`src/stoi_pkg.sv`:
```
// ---------------------------------------------------------------------------
// stoi_pkg
// shared widths, codes and controller/datapath interface types
// ---------------------------------------------------------------------------
package stoi_pkg;

   localparam int VALUE_WIDTH  = 64;
   localparam int OUT_WIDTH    = 64;
   localparam int CHAR_WIDTH   = 8;
   localparam int RADIX_WIDTH  = 6;
   localparam int STATUS_WIDTH = 2;
   localparam int BOP_WIDTH    = 3;

   localparam logic [CHAR_WIDTH-1:0] NUL_CHAR = 8'h00;

   // result status codes
   localparam logic [STATUS_WIDTH-1:0] STATUS_OK      = 2'd0;
   localparam logic [STATUS_WIDTH-1:0] STATUS_INVALID = 2'd1;
   localparam logic [STATUS_WIDTH-1:0] STATUS_RANGE   = 2'd2;

   // base register operations
   localparam logic [BOP_WIDTH-1:0] BOP_NONE    = 3'd0;
   localparam logic [BOP_WIDTH-1:0] BOP_RADIX   = 3'd1;
   localparam logic [BOP_WIDTH-1:0] BOP_EIGHT   = 3'd2;
   localparam logic [BOP_WIDTH-1:0] BOP_TEN     = 3'd3;
   localparam logic [BOP_WIDTH-1:0] BOP_SIXTEEN = 3'd4;

   // saturated results, sign extended to the output width
   localparam logic [OUT_WIDTH-1:0] SAT_MAX_EXT =
      {{(OUT_WIDTH-VALUE_WIDTH+1){1'b0}}, {(VALUE_WIDTH-1){1'b1}}};
   localparam logic [OUT_WIDTH-1:0] SAT_MIN_EXT = ~SAT_MAX_EXT;

   typedef struct packed {
      logic [BOP_WIDTH-1:0] base_op;
      logic                 set_sign;
      logic                 set_invalid;
      logic                 start_mul;
      logic                 commit;
      logic                 emit;
      logic                 clear;
   } stoi_cmd_type;

   typedef struct packed {
      logic is_nul;
      logic is_blank;
      logic is_sign;
      logic is_char0;
      logic is_x;
      logic base_bad;
      logic radix_auto;
      logic held_auto;
      logic digit_lt_radix;
      logic digit_lt_ten;
      logic digit_lt_held;
      logic overflow;
   } stoi_status_type;

endpackage

```
`src/string_to_signed_integer_parser.sv`:
```
// ---------------------------------------------------------------------------
// string_to_signed_integer_parser
// strtoimax-style parser: text bytes in, one signed value and status out
// ---------------------------------------------------------------------------
// a string arrives one byte per req beat and ends with a zero byte; the zero
// byte produces exactly one rsp beat (value and status), registered into the
// next cycle; every other byte produces none. leading white space is skipped,
// then an optional sign, then in automatic mode (radix 0) a "0" prefix picks
// octal, "0x"/"0X" hex and anything else decimal. radix is sampled while
// leading white space is skipped and held for the rest of the string. status
// 0 is ok, 1 a bad radix or trailing garbage, 2 overflow (value saturated).
// for a digit byte the accumulator-by-base multiply is registered and the add
// of the digit and the range compare run in the following cycle, with
// req_stall high while they run; all other bytes are taken without a stall.
// bytes are taken while a result waits on rsp; only a zero byte is held back
// until the waiting result beat goes out.
// ---------------------------------------------------------------------------
module string_to_signed_integer_parser
   import stoi_pkg::*;
(
   input  logic                        clock,
   input  logic                        reset,
   // request channel, one text byte per beat
   input  logic                        req_valid,
   output logic                        req_stall,
   input  logic [CHAR_WIDTH-1:0]       req_char_code,
   // result channel
   output logic                        rsp_valid,
   input  logic                        rsp_stall,
   output logic signed [OUT_WIDTH-1:0] rsp_value,
   output logic [STATUS_WIDTH-1:0]     rsp_status,
   // radix register (0 = automatic)
   input  logic                        csr_wr_en,
   input  logic [RADIX_WIDTH-1:0]      csr_wr_data
);

   stoi_cmd_type    cmd;
   stoi_status_type st;

   // phase tracking, handshakes and command sequencing
   stoi_ctrl u_ctrl (
      .clock     (clock),
      .reset     (reset),
      .req_valid (req_valid),
      .req_stall (req_stall),
      .rsp_valid (rsp_valid),
      .rsp_stall (rsp_stall),
      .st        (st),
      .cmd       (cmd)
   );

   // byte decode, accumulator, multiplier and result registers
   stoi_dpath u_dpath (
      .clock         (clock),
      .reset         (reset),
      .req_char_code (req_char_code),
      .csr_wr_en     (csr_wr_en),
      .csr_wr_data   (csr_wr_data),
      .cmd           (cmd),
      .st            (st),
      .rsp_value     (rsp_value),
      .rsp_status    (rsp_status)
   );

endmodule

```
`src/stoi_dpath.sv`:
```
// ---------------------------------------------------------------------------
// stoi_dpath
// character decode, radix register, accumulator, multiply and range check
// ---------------------------------------------------------------------------
module stoi_dpath
   import stoi_pkg::*;
(
   input  logic                           clock,
   input  logic                           reset,
   input  logic [CHAR_WIDTH-1:0]          req_char_code,
   input  logic                           csr_wr_en,
   input  logic [RADIX_WIDTH-1:0]         csr_wr_data,
   input  stoi_cmd_type                   cmd,
   output stoi_status_type                st,
   output logic signed [OUT_WIDTH-1:0]    rsp_value,
   output logic [STATUS_WIDTH-1:0]        rsp_status
);

   localparam int PROD_WIDTH = VALUE_WIDTH + RADIX_WIDTH;

   localparam logic [CHAR_WIDTH-1:0] CH_SPACE   = 8'h20;
   localparam logic [CHAR_WIDTH-1:0] CH_TAB     = 8'h09;
   localparam logic [CHAR_WIDTH-1:0] CH_CR      = 8'h0D;
   localparam logic [CHAR_WIDTH-1:0] CH_PLUS    = 8'h2B;
   localparam logic [CHAR_WIDTH-1:0] CH_MINUS   = 8'h2D;
   localparam logic [CHAR_WIDTH-1:0] CH_ZERO    = 8'h30;
   localparam logic [CHAR_WIDTH-1:0] CH_NINE    = 8'h39;
   localparam logic [CHAR_WIDTH-1:0] CH_UPPER_A = 8'h41;
   localparam logic [CHAR_WIDTH-1:0] CH_UPPER_Z = 8'h5A;
   localparam logic [CHAR_WIDTH-1:0] CH_LOWER_A = 8'h61;
   localparam logic [CHAR_WIDTH-1:0] CH_LOWER_Z = 8'h7A;
   localparam logic [CHAR_WIDTH-1:0] CH_UPPER_X = 8'h58;
   localparam logic [CHAR_WIDTH-1:0] CH_LOWER_X = 8'h78;

   localparam logic [RADIX_WIDTH-1:0] RADIX_RESET  = 6'd10;
   localparam logic [RADIX_WIDTH-1:0] BASE_ONE     = 6'd1;
   localparam logic [RADIX_WIDTH-1:0] BASE_EIGHT   = 6'd8;
   localparam logic [RADIX_WIDTH-1:0] BASE_TEN     = 6'd10;
   localparam logic [RADIX_WIDTH-1:0] BASE_SIXTEEN = 6'd16;
   localparam logic [RADIX_WIDTH-1:0] BASE_MAX     = 6'd36;
   localparam logic [RADIX_WIDTH-1:0] DIGIT_NONE   = 6'd36;
   localparam logic [CHAR_WIDTH-1:0]  LETTER_BIAS  = 8'd10;

   localparam logic [VALUE_WIDTH-1:0] MAG_POS_MAX = {1'b0, {(VALUE_WIDTH-1){1'b1}}};
   localparam logic [VALUE_WIDTH-1:0] MAG_NEG_MAX = {1'b1, {(VALUE_WIDTH-1){1'b0}}};

   function automatic logic char_is_blank(input logic [CHAR_WIDTH-1:0] c);
      return (c == CH_SPACE) || ((c >= CH_TAB) && (c <= CH_CR));
   endfunction

   function automatic logic [RADIX_WIDTH-1:0] digit_of(input logic [CHAR_WIDTH-1:0] c);
      logic [RADIX_WIDTH-1:0] d;
      d = DIGIT_NONE;
      if ((c >= CH_ZERO) && (c <= CH_NINE)) begin
         d = RADIX_WIDTH'(c - CH_ZERO);
      end else if ((c >= CH_LOWER_A) && (c <= CH_LOWER_Z)) begin
         d = RADIX_WIDTH'(c - CH_LOWER_A + LETTER_BIAS);
      end else if ((c >= CH_UPPER_A) && (c <= CH_UPPER_Z)) begin
         d = RADIX_WIDTH'(c - CH_UPPER_A + LETTER_BIAS);
      end
      return d;
   endfunction

   logic [RADIX_WIDTH-1:0]  radix_ff,  radix_in;
   logic [VALUE_WIDTH-1:0]  acc_ff,    acc_in;
   logic                    neg_ff,    neg_in;
   logic [RADIX_WIDTH-1:0]  base_ff,   base_in;
   logic [STATUS_WIDTH-1:0] pend_ff,   pend_in;
   logic [PROD_WIDTH-1:0]   prod_ff,   prod_in;
   logic [RADIX_WIDTH-1:0]  digit_ff,  digit_in;
   logic [OUT_WIDTH-1:0]    value_ff,  value_in;
   logic [STATUS_WIDTH-1:0] status_ff, status_in;

   logic [RADIX_WIDTH-1:0]  digit;
   logic [RADIX_WIDTH-1:0]  eff_base;
   logic [PROD_WIDTH-1:0]   sum;
   logic [VALUE_WIDTH-1:0]  limit;
   logic [VALUE_WIDTH-1:0]  signed_mag;

   // decode
   assign digit = digit_of(req_char_code);

   always_comb begin
      unique case (cmd.base_op)
         BOP_TEN:   eff_base = BASE_TEN;
         BOP_RADIX: eff_base = radix_ff;
         default:   eff_base = base_ff;
      endcase
   end

   assign sum   = prod_ff + PROD_WIDTH'(digit_ff);
   assign limit = neg_ff ? MAG_NEG_MAX : MAG_POS_MAX;

   always_comb begin
      st.is_nul         = (req_char_code == NUL_CHAR);
      st.is_blank       = char_is_blank(req_char_code);
      st.is_sign        = (req_char_code == CH_PLUS) || (req_char_code == CH_MINUS);
      st.is_char0       = (req_char_code == CH_ZERO);
      st.is_x           = (req_char_code == CH_LOWER_X) || (req_char_code == CH_UPPER_X);
      st.base_bad       = (radix_ff == BASE_ONE) || (radix_ff > BASE_MAX);
      st.radix_auto     = (radix_ff == '0);
      st.held_auto      = (base_ff == '0);
      st.digit_lt_radix = (digit < radix_ff);
      st.digit_lt_ten   = (digit < BASE_TEN);
      st.digit_lt_held  = (digit < base_ff);
      st.overflow       = (sum > PROD_WIDTH'(limit));
   end

   // next state
   always_comb begin
      radix_in  = csr_wr_en ? csr_wr_data : radix_ff;
      prod_in   = prod_ff;
      digit_in  = digit_ff;
      value_in  = value_ff;
      status_in = status_ff;
      signed_mag = neg_ff ? (VALUE_WIDTH'(0) - acc_ff) : acc_ff;

      if (cmd.start_mul) begin
         prod_in  = PROD_WIDTH'(acc_ff) * PROD_WIDTH'(eff_base);
         digit_in = digit;
      end

      if (cmd.emit) begin
         value_in  = OUT_WIDTH'($signed(signed_mag));
         status_in = cmd.set_invalid ? STATUS_INVALID : pend_ff;
      end

      priority if (cmd.clear) begin
         acc_in = '0;
      end else if (cmd.commit) begin
         acc_in = st.overflow ? limit : sum[VALUE_WIDTH-1:0];
      end else begin
         acc_in = acc_ff;
      end

      priority if (cmd.clear) begin
         neg_in = 1'b0;
      end else if (cmd.set_sign) begin
         neg_in = (req_char_code == CH_MINUS);
      end else begin
         neg_in = neg_ff;
      end

      priority if (cmd.clear) begin
         pend_in = STATUS_OK;
      end else if (cmd.set_invalid) begin
         pend_in = STATUS_INVALID;
      end else if (cmd.commit && st.overflow) begin
         pend_in = STATUS_RANGE;
      end else begin
         pend_in = pend_ff;
      end

      if (cmd.clear) begin
         base_in = '0;
      end else begin
         unique case (cmd.base_op)
            BOP_RADIX:   base_in = st.base_bad ? '0 : radix_ff;
            BOP_EIGHT:   base_in = BASE_EIGHT;
            BOP_TEN:     base_in = BASE_TEN;
            BOP_SIXTEEN: base_in = BASE_SIXTEEN;
            default:     base_in = base_ff;
         endcase
      end
   end

   always_ff @(posedge clock) begin
      if (reset) begin
         radix_ff <= RADIX_RESET;
         acc_ff   <= '0;
         neg_ff   <= 1'b0;
         base_ff  <= '0;
         pend_ff  <= STATUS_OK;
      end else begin
         radix_ff <= radix_in;
         acc_ff   <= acc_in;
         neg_ff   <= neg_in;
         base_ff  <= base_in;
         pend_ff  <= pend_in;
      end
   end

   always_ff @(posedge clock) begin
      prod_ff   <= prod_in;
      digit_ff  <= digit_in;
      value_ff  <= value_in;
      status_ff <= status_in;
   end

   assign rsp_value  = value_ff;
   assign rsp_status = status_ff;

endmodule

```
`src/stoi_ctrl.sv`:
```
// ---------------------------------------------------------------------------
// stoi_ctrl
// parse phase state machine, handshake control and datapath commands
// ---------------------------------------------------------------------------
module stoi_ctrl
   import stoi_pkg::*;
(
   input  logic            clock,
   input  logic            reset,
   input  logic            req_valid,
   output logic            req_stall,
   output logic            rsp_valid,
   input  logic            rsp_stall,
   input  stoi_status_type st,
   output stoi_cmd_type    cmd
);

   localparam logic [2:0] S_LEAD   = 3'd0;
   localparam logic [2:0] S_SIGNED = 3'd1;
   localparam logic [2:0] S_ZERO   = 3'd2;
   localparam logic [2:0] S_DIGITS = 3'd3;
   localparam logic [2:0] S_TRAIL  = 3'd4;
   localparam logic [2:0] S_ABSORB = 3'd5;
   localparam logic [2:0] S_MULT   = 3'd6;

   localparam logic [1:0] BSEL_HELD  = 2'd0;
   localparam logic [1:0] BSEL_RADIX = 2'd1;
   localparam logic [1:0] BSEL_TEN   = 2'd2;

   logic [2:0] state_ff, state_in;
   logic       rsp_valid_ff, rsp_valid_in;
   logic       accept;

   // nul beats wait while a result is still held; multiply commit stalls all
   assign req_stall = (state_ff == S_MULT) | (rsp_valid_ff & rsp_stall & st.is_nul);
   assign accept    = req_valid & ~req_stall;

   always_comb begin
      logic [2:0] p;
      logic [1:0] bsel;
      logic       done;
      logic       dig_ok;
      logic       base_auto;

      cmd      = '0;
      cmd.base_op = BOP_NONE;
      state_in = state_ff;
      p        = state_ff;
      bsel     = BSEL_HELD;
      done     = 1'b0;
      dig_ok   = 1'b0;
      // automatic base: the radix register while in lead, else the held base
      base_auto = (state_ff == S_LEAD) ? st.radix_auto : st.held_auto;

      if (state_ff == S_MULT) begin
         cmd.commit = 1'b1;
         state_in   = st.overflow ? S_ABSORB : S_DIGITS;
      end else if (accept) begin
         if (state_ff == S_LEAD) begin
            cmd.base_op = BOP_RADIX;
            bsel        = BSEL_RADIX;
            if (st.base_bad) begin
               cmd.set_invalid = 1'b1;
               p               = S_ABSORB;
            end
         end

         if (st.is_nul) begin
            cmd.emit  = 1'b1;
            cmd.clear = 1'b1;
            state_in  = S_LEAD;
         end else begin
            if (p == S_LEAD) begin
               if (st.is_blank) begin
                  done = 1'b1;
               end else begin
                  p = S_SIGNED;
                  if (st.is_sign) begin
                     cmd.set_sign = 1'b1;
                     state_in     = S_SIGNED;
                     done         = 1'b1;
                  end
               end
            end

            if (!done && (p == S_SIGNED)) begin
               if (base_auto) begin
                  if (st.is_char0) begin
                     cmd.base_op = BOP_EIGHT;
                     state_in    = S_ZERO;
                     done        = 1'b1;
                  end else begin
                     cmd.base_op = BOP_TEN;
                     bsel        = BSEL_TEN;
                  end
               end
               p = S_DIGITS;
            end

            if (!done && (p == S_ZERO)) begin
               p = S_DIGITS;
               if (st.is_x) begin
                  cmd.base_op = BOP_SIXTEEN;
                  state_in    = S_DIGITS;
                  done        = 1'b1;
               end
            end

            if (!done && (p == S_DIGITS)) begin
               unique case (bsel)
                  BSEL_RADIX: dig_ok = st.digit_lt_radix;
                  BSEL_TEN:   dig_ok = st.digit_lt_ten;
                  default:    dig_ok = st.digit_lt_held;
               endcase
               priority if (dig_ok) begin
                  cmd.start_mul = 1'b1;
                  state_in      = S_MULT;
               end else if (st.is_blank) begin
                  state_in = S_TRAIL;
               end else begin
                  cmd.set_invalid = 1'b1;
                  state_in        = S_ABSORB;
               end
            end else if (!done && (p == S_TRAIL)) begin
               if (!st.is_blank) begin
                  cmd.set_invalid = 1'b1;
                  state_in        = S_ABSORB;
               end
            end else if (!done && (p == S_ABSORB)) begin
               state_in = S_ABSORB;
            end
         end
      end
   end

   assign rsp_valid_in = cmd.emit | (rsp_valid_ff & rsp_stall);

   always_ff @(posedge clock) begin
      if (reset) begin
         state_ff     <= S_LEAD;
         rsp_valid_ff <= 1'b0;
      end else begin
         state_ff     <= state_in;
         rsp_valid_ff <= rsp_valid_in;
      end
   end

   assign rsp_valid = rsp_valid_ff;

endmodule

```
`config.mk`:
```
export PLATFORM = sky130hd
export DESIGN_NAME = string_to_signed_integer_parser
export DESIGN_NICKNAME = d
export VERILOG_FILES = /design/src/stoi_pkg.sv /design/src/string_to_signed_integer_parser.sv /design/src/stoi_dpath.sv /design/src/stoi_ctrl.sv
export SDC_FILE = /design/constraint.sdc
export NUM_CORES = 1
export LEC_CHECK = 0
export BUFFER_PORTS_ARGS = -buffer_cell sky130_fd_sc_hd__clkbuf_2
export CORE_MARGIN = 2
export CORE_UTILIZATION = 40
export DETAILED_ROUTE_END_ITERATION = 10
export PLACE_DENSITY = 0.64
export SYNTH_ARGS = -nofsm -noshare
export SYNTH_HDL_FRONTEND = slang
export SYNTH_SLANG_ARGS = --single-unit
```
`constraint.sdc`:
```
create_clock -name clock -period 14.9 [get_ports clock]
set_input_delay 2.98 -clock clock [delete_from_list [all_inputs] [get_ports clock]]
set_output_delay 2.98 -clock clock [all_outputs]
set_load 0.1 [all_outputs]
```
==> impl_metrics.xml <==
<?xml version="1.0" encoding="UTF-8"?>
<metrics>
  <group name="sta">
    <metric name="worst_slack_on_hold_paths" unit="ps">470</metric>
    <metric name="unrepaired_setup_endpoints_after_global_routing" unit="">no</metric>
    <metric name="final.setup.worst_slack" unit="ps">2890</metric>
    <metric name="tns" unit="ps">0</metric>
    <metric name="min_period_over_period" unit="%">80.6</metric>
    <metric name="timing.slew.headroom" unit="%">23.6</metric>
    <metric name="setup_viol_count_final" unit="">0</metric>
    <metric name="report.final.hold_viol_count" unit="">0</metric>
    <metric name="fin_worst_skew" unit="ps">20.7</metric>
    <metric name="fin_crit" unit="ps">12010</metric>
    <metric name="achievable-frequency" unit="MHz">83.2</metric>
    <metric name="final-max-slew-violation-count" unit="">0</metric>
    <metric name="worst_slew_pin_slew" unit="ps">1150</metric>
  </group>
  <group name="routing">
    <metric name="wirelength" unit="um">68900</metric>
    <metric name="detailroute.via_count" unit="">19743</metric>
    <metric name="firstDrtPassIters" unit="">6</metric>
    <metric name="wire_per_inst" unit="um">19.4</metric>
    <metric name="detail_route.vias_per_cell" unit="">5.56</metric>
    <metric name="ant_nets" unit="">0</metric>
    <metric name="drtIter0Drc" unit="">1386</metric>
    <metric name="drc_viols" unit="">0</metric>
  </group>
  <group name="clock_network">
    <metric name="cts.htree.levels" unit="">1</metric>
    <metric name="cts.sinks" unit="">225</metric>
    <metric name="cts_max_path_buffers" unit="">3</metric>
    <metric name="post_cts_resized" unit="">0</metric>
    <metric name="cts_tree" unit="">done</metric>
    <metric name="cts_buffer_count" unit="">28</metric>
    <metric name="hold_buffers" unit="">0</metric>
    <metric name="clockRootBuffer" unit="">clkbuf_16</metric>
    <metric name="clkTransAtPathRegs" unit="ps">60</metric>
    <metric name="worstSkewPairLatency" unit="ps">580</metric>
    <metric name="post_cts.repair.setup_buffers" unit="">0</metric>
  </group>
  <group name="synth">
    <metric name="synth.most_common_cell" unit="">inv_1</metric>
    <metric name="syn-cell-area" unit="um^2">25200</metric>
    <metric name="number_of_synthesized_flops_with_an_enable_pin" unit="">142</metric>
    <metric name="avgSynthCellArea" unit="um^2">9.30</metric>
    <metric name="netlist.area_leader.share" unit="%">19.9</metric>
    <metric name="netlist_top_cells_count" unit="">inv_1 (339), fa_1 (250), and2_1 (190)</metric>
    <metric name="primary_flip_flop_cell_chosen_by_synthesis_mapping" unit="">edfxtp_1</metric>
    <metric name="syn_nets" unit="">3147</metric>
    <metric name="netlist_instances" unit="">2709</metric>
    <metric name="share_of_the_yosys_chip_area_belonging_to_registers" unit="%">23.5</metric>
    <metric name="synth_cell_types" unit="">75</metric>
    <metric name="synth.yosys.warnings" unit="">0</metric>
    <metric name="synthTopCellsByArea" unit="">fa_1 (20%), edfxtp_1 (17%), ha_1 (8.4%), dfxtp_1 (6.6%), xnor2_1 (5.1%)</metric>
    <metric name="synth.ff_latch_count" unit="">225</metric>
    <metric name="synth_largest_area_cell" unit="">fa_1</metric>
    <metric name="synthArstFlopShare" unit="%">0</metric>
  </group>
  <group name="floorplanning">
    <metric name="coreArea" unit="um^2">61900</metric>
    <metric name="chipWidth" unit="um">255</metric>
    <metric name="rows" unit="">91</metric>
    <metric name="initial_core_util" unit="%">40.7</metric>
    <metric name="total_die_area" unit="um^2">65000</metric>
    <metric name="floorplan.io_pins" unit="">87</metric>
    <metric name="fp.dieH" unit="um">255</metric>
  </group>
  <group name="cells_and_area">
    <metric name="num-fill-cells" unit="">5958</metric>
    <metric name="layout-drive-gt1-share" unit="%">7.12</metric>
    <metric name="finish.utilization" unit="%">44.0</metric>
    <metric name="nNetsFinal" unit="">3127</metric>
    <metric name="layout-area-overhead-vs-synth" unit="%">8.25</metric>
    <metric name="antennaDiodeCount" unit="">0</metric>
  </group>
  <group name="global_route">
    <metric name="antenna_violations_before_repair" unit="">0</metric>
    <metric name="grt_pass1_wl" unit="um">112000</metric>
    <metric name="congestion_overflow_gr" unit="">0</metric>
    <metric name="groute.usage.overall" unit="%">21.7</metric>
    <metric name="gr-max-usage-layer" unit="">met2</metric>
    <metric name="met2_routing_resource_usage_after_global_routing" unit="%">36.2</metric>
    <metric name="via_count_of_the_first_global_routing_pass" unit="">20409</metric>
    <metric name="met1_demand_to_capacity_share_in_global_routing" unit="%">30.1</metric>
    <metric name="globalRouteMet3Util" unit="%">1.96</metric>
    <metric name="pin_count_of_the_biggest_net_entering_global_routing" unit="">77</metric>
  </group>
  <group name="placed_design">
    <metric name="dpl_worst_slack" unit="ps">2390</metric>
    <metric name="gp_routability_congestion" unit="">0.915</metric>
    <metric name="dp.final_hpwl" unit="um">52300</metric>
    <metric name="placement.io_buffers" unit="">86</metric>
  </group>
  <group name="setup_path">
    <metric name="critPathSlowestCell" unit="">a22o_2</metric>
    <metric name="start_kind" unit="">input port</metric>
    <metric name="timing.reg2reg.setup_slack" unit="ps">5010</metric>
    <metric name="worst-endpoint-required" unit="ps">15220</metric>
    <metric name="timing.critical_path.to_type" unit="">register</metric>
    <metric name="slowest_delay" unit="ps">780</metric>
    <metric name="timing.setup.critical_path_class" unit="">input port to register</metric>
    <metric name="data_arrival_at_the_endpoint_of_the_critical_path" unit="ps">12330</metric>
    <metric name="worst_reg_to_reg_path_cell_count" unit="">27</metric>
    <metric name="crit_fanout" unit="">36</metric>
  </group>
  <group name="power">
    <metric name="powerDensity" unit="nW/um^2">74.3</metric>
    <metric name="power.leakage" unit="uW">0.0123</metric>
    <metric name="power.total" unit="uW">2030</metric>
    <metric name="ir_worst_vdd" unit="V">0.0000780</metric>
  </group>
  <group name="outcome">
    <metric name="run_status" unit="">finished, final reports clean</metric>
  </group>
  <group name="hold_path">
    <metric name="min_path_cells" unit="">2</metric>
    <metric name="hold_class" unit="">register to register</metric>
  </group>
  <group name="flow_run">
    <metric name="max-cap-violations" unit="">0</metric>
  </group>
</metrics>
worst max-delay path: cells and delay by family:
kind	cells	cell delay, ps
xor gates and xnor gates	1	160
and+or+nand+nor	5	1230
adders and majority gates	5	2150
buffers and inverters	5	800
AOI/OAI and AO/OA	13	5000
stage by stage:
| stage | cell area (um^2) | cells |
|---|---|---|
| global placement | 26300 | 3496 |
| detailed placement | 26300 | 3496 |
| floorplan | 25200 | 2709 |
| CTS | 27300 | 3548 |
| finish | 27300 | 3548 |
| global route | 27300 | 3548 |
layout make-up:
type	instances	area, um^2	share of cell area (%)
repair buffers	106	581	2.13
well taps	837	1050	3.84
clock inverters	15	201	0.739
flip-flops and latches	225	5930	21.7
inverters	339	1270	4.67
multi-input cells	1989	17500	64.0
clock buffers	37	786	2.88
placed cells by master, fill, tap and decap left out, types with 50 or more instances in the layout:
cell / Yosys / routed
inv_1: 339 / 338
fa_1: 250 / 250
and2_1: 190 / 190
nor2b_1: 189 / 189
ha_1: 169 / 169
xnor2_1: 146 / 146
edfxtp_1: 142 / 142
nand2_1: 131 / 131
a21oi_1: 123 / 122
clkbuf_2: 3 / 86
o21ai_0: 83 / 83
nor2_1: 84 / 82
dfxtp_1: 83 / 82
a21o_1: 72 / 72
a221o_1: 61 / 61
nand4_1: 50 / 50
metal layers:
layer	part of all wire, %	vias up
met5	0	-
met4	2.5	0
met3	5.4	100
met2	47	547
met1	45	9973
li1	-	9123
state kept, by name (all words and copies together) (netlist names):
| signal | count |
|---|---|
| u_dpath.base_ff | 6 |
| u_dpath.acc_ff | 64 |
| u_dpath.prod_ff | 70 |
| u_dpath.pend_ff | 2 |
| u_dpath.rsp_value | 64 |
| u_ctrl.rsp_valid | 1 |
| u_dpath.radix_ff | 6 |
| u_dpath.digit_ff | 6 |
| u_dpath.neg_ff | 1 |
| u_dpath.rsp_status | 2 |
| u_ctrl.state_ff | 3 |
kinds of logic after synthesis:
group | count (synthesis) | share of synthesized area, %
xor gates and xnor gates | 193 | 6.71
DFF | 225 | 23.5
adders and majority gates | 419 | 28.3
AOI/OAI and AO/OA | 512 | 14.4
and+or+nand+nor | 856 | 19.3
buffers and inverters | 495 | 7.45
muxes | 9 | 0.358
where the power goes:
| part | switching (uW) | internal [uW] |
|---|---|---|
| Sequential | 59.7 | 714 |
| Combinational | 343 | 163 |
| Clock | 292 | 455 |
| Total | 695 | 1330 |
path summary, 6_finish.rpt:
path / start / to
hold / removal: u_dpath.pend_ff[0]$_SDFFE_PP0P_ / u_dpath.pend_ff[0]$_SDFFE_PP0P_
setup reg to reg: u_dpath.radix_ff[2]$_SDFFE_PP0P_ / u_dpath.prod_ff[65]$_DFFE_PP_
setup / recovery: req_char_code[1] / u_dpath.prod_ff[65]$_DFFE_PP_
hold reg to reg: u_dpath.pend_ff[0]$_SDFFE_PP0P_ / u_dpath.pend_ff[0]$_SDFFE_PP0P_
Power figures use the tool's default switching activity.
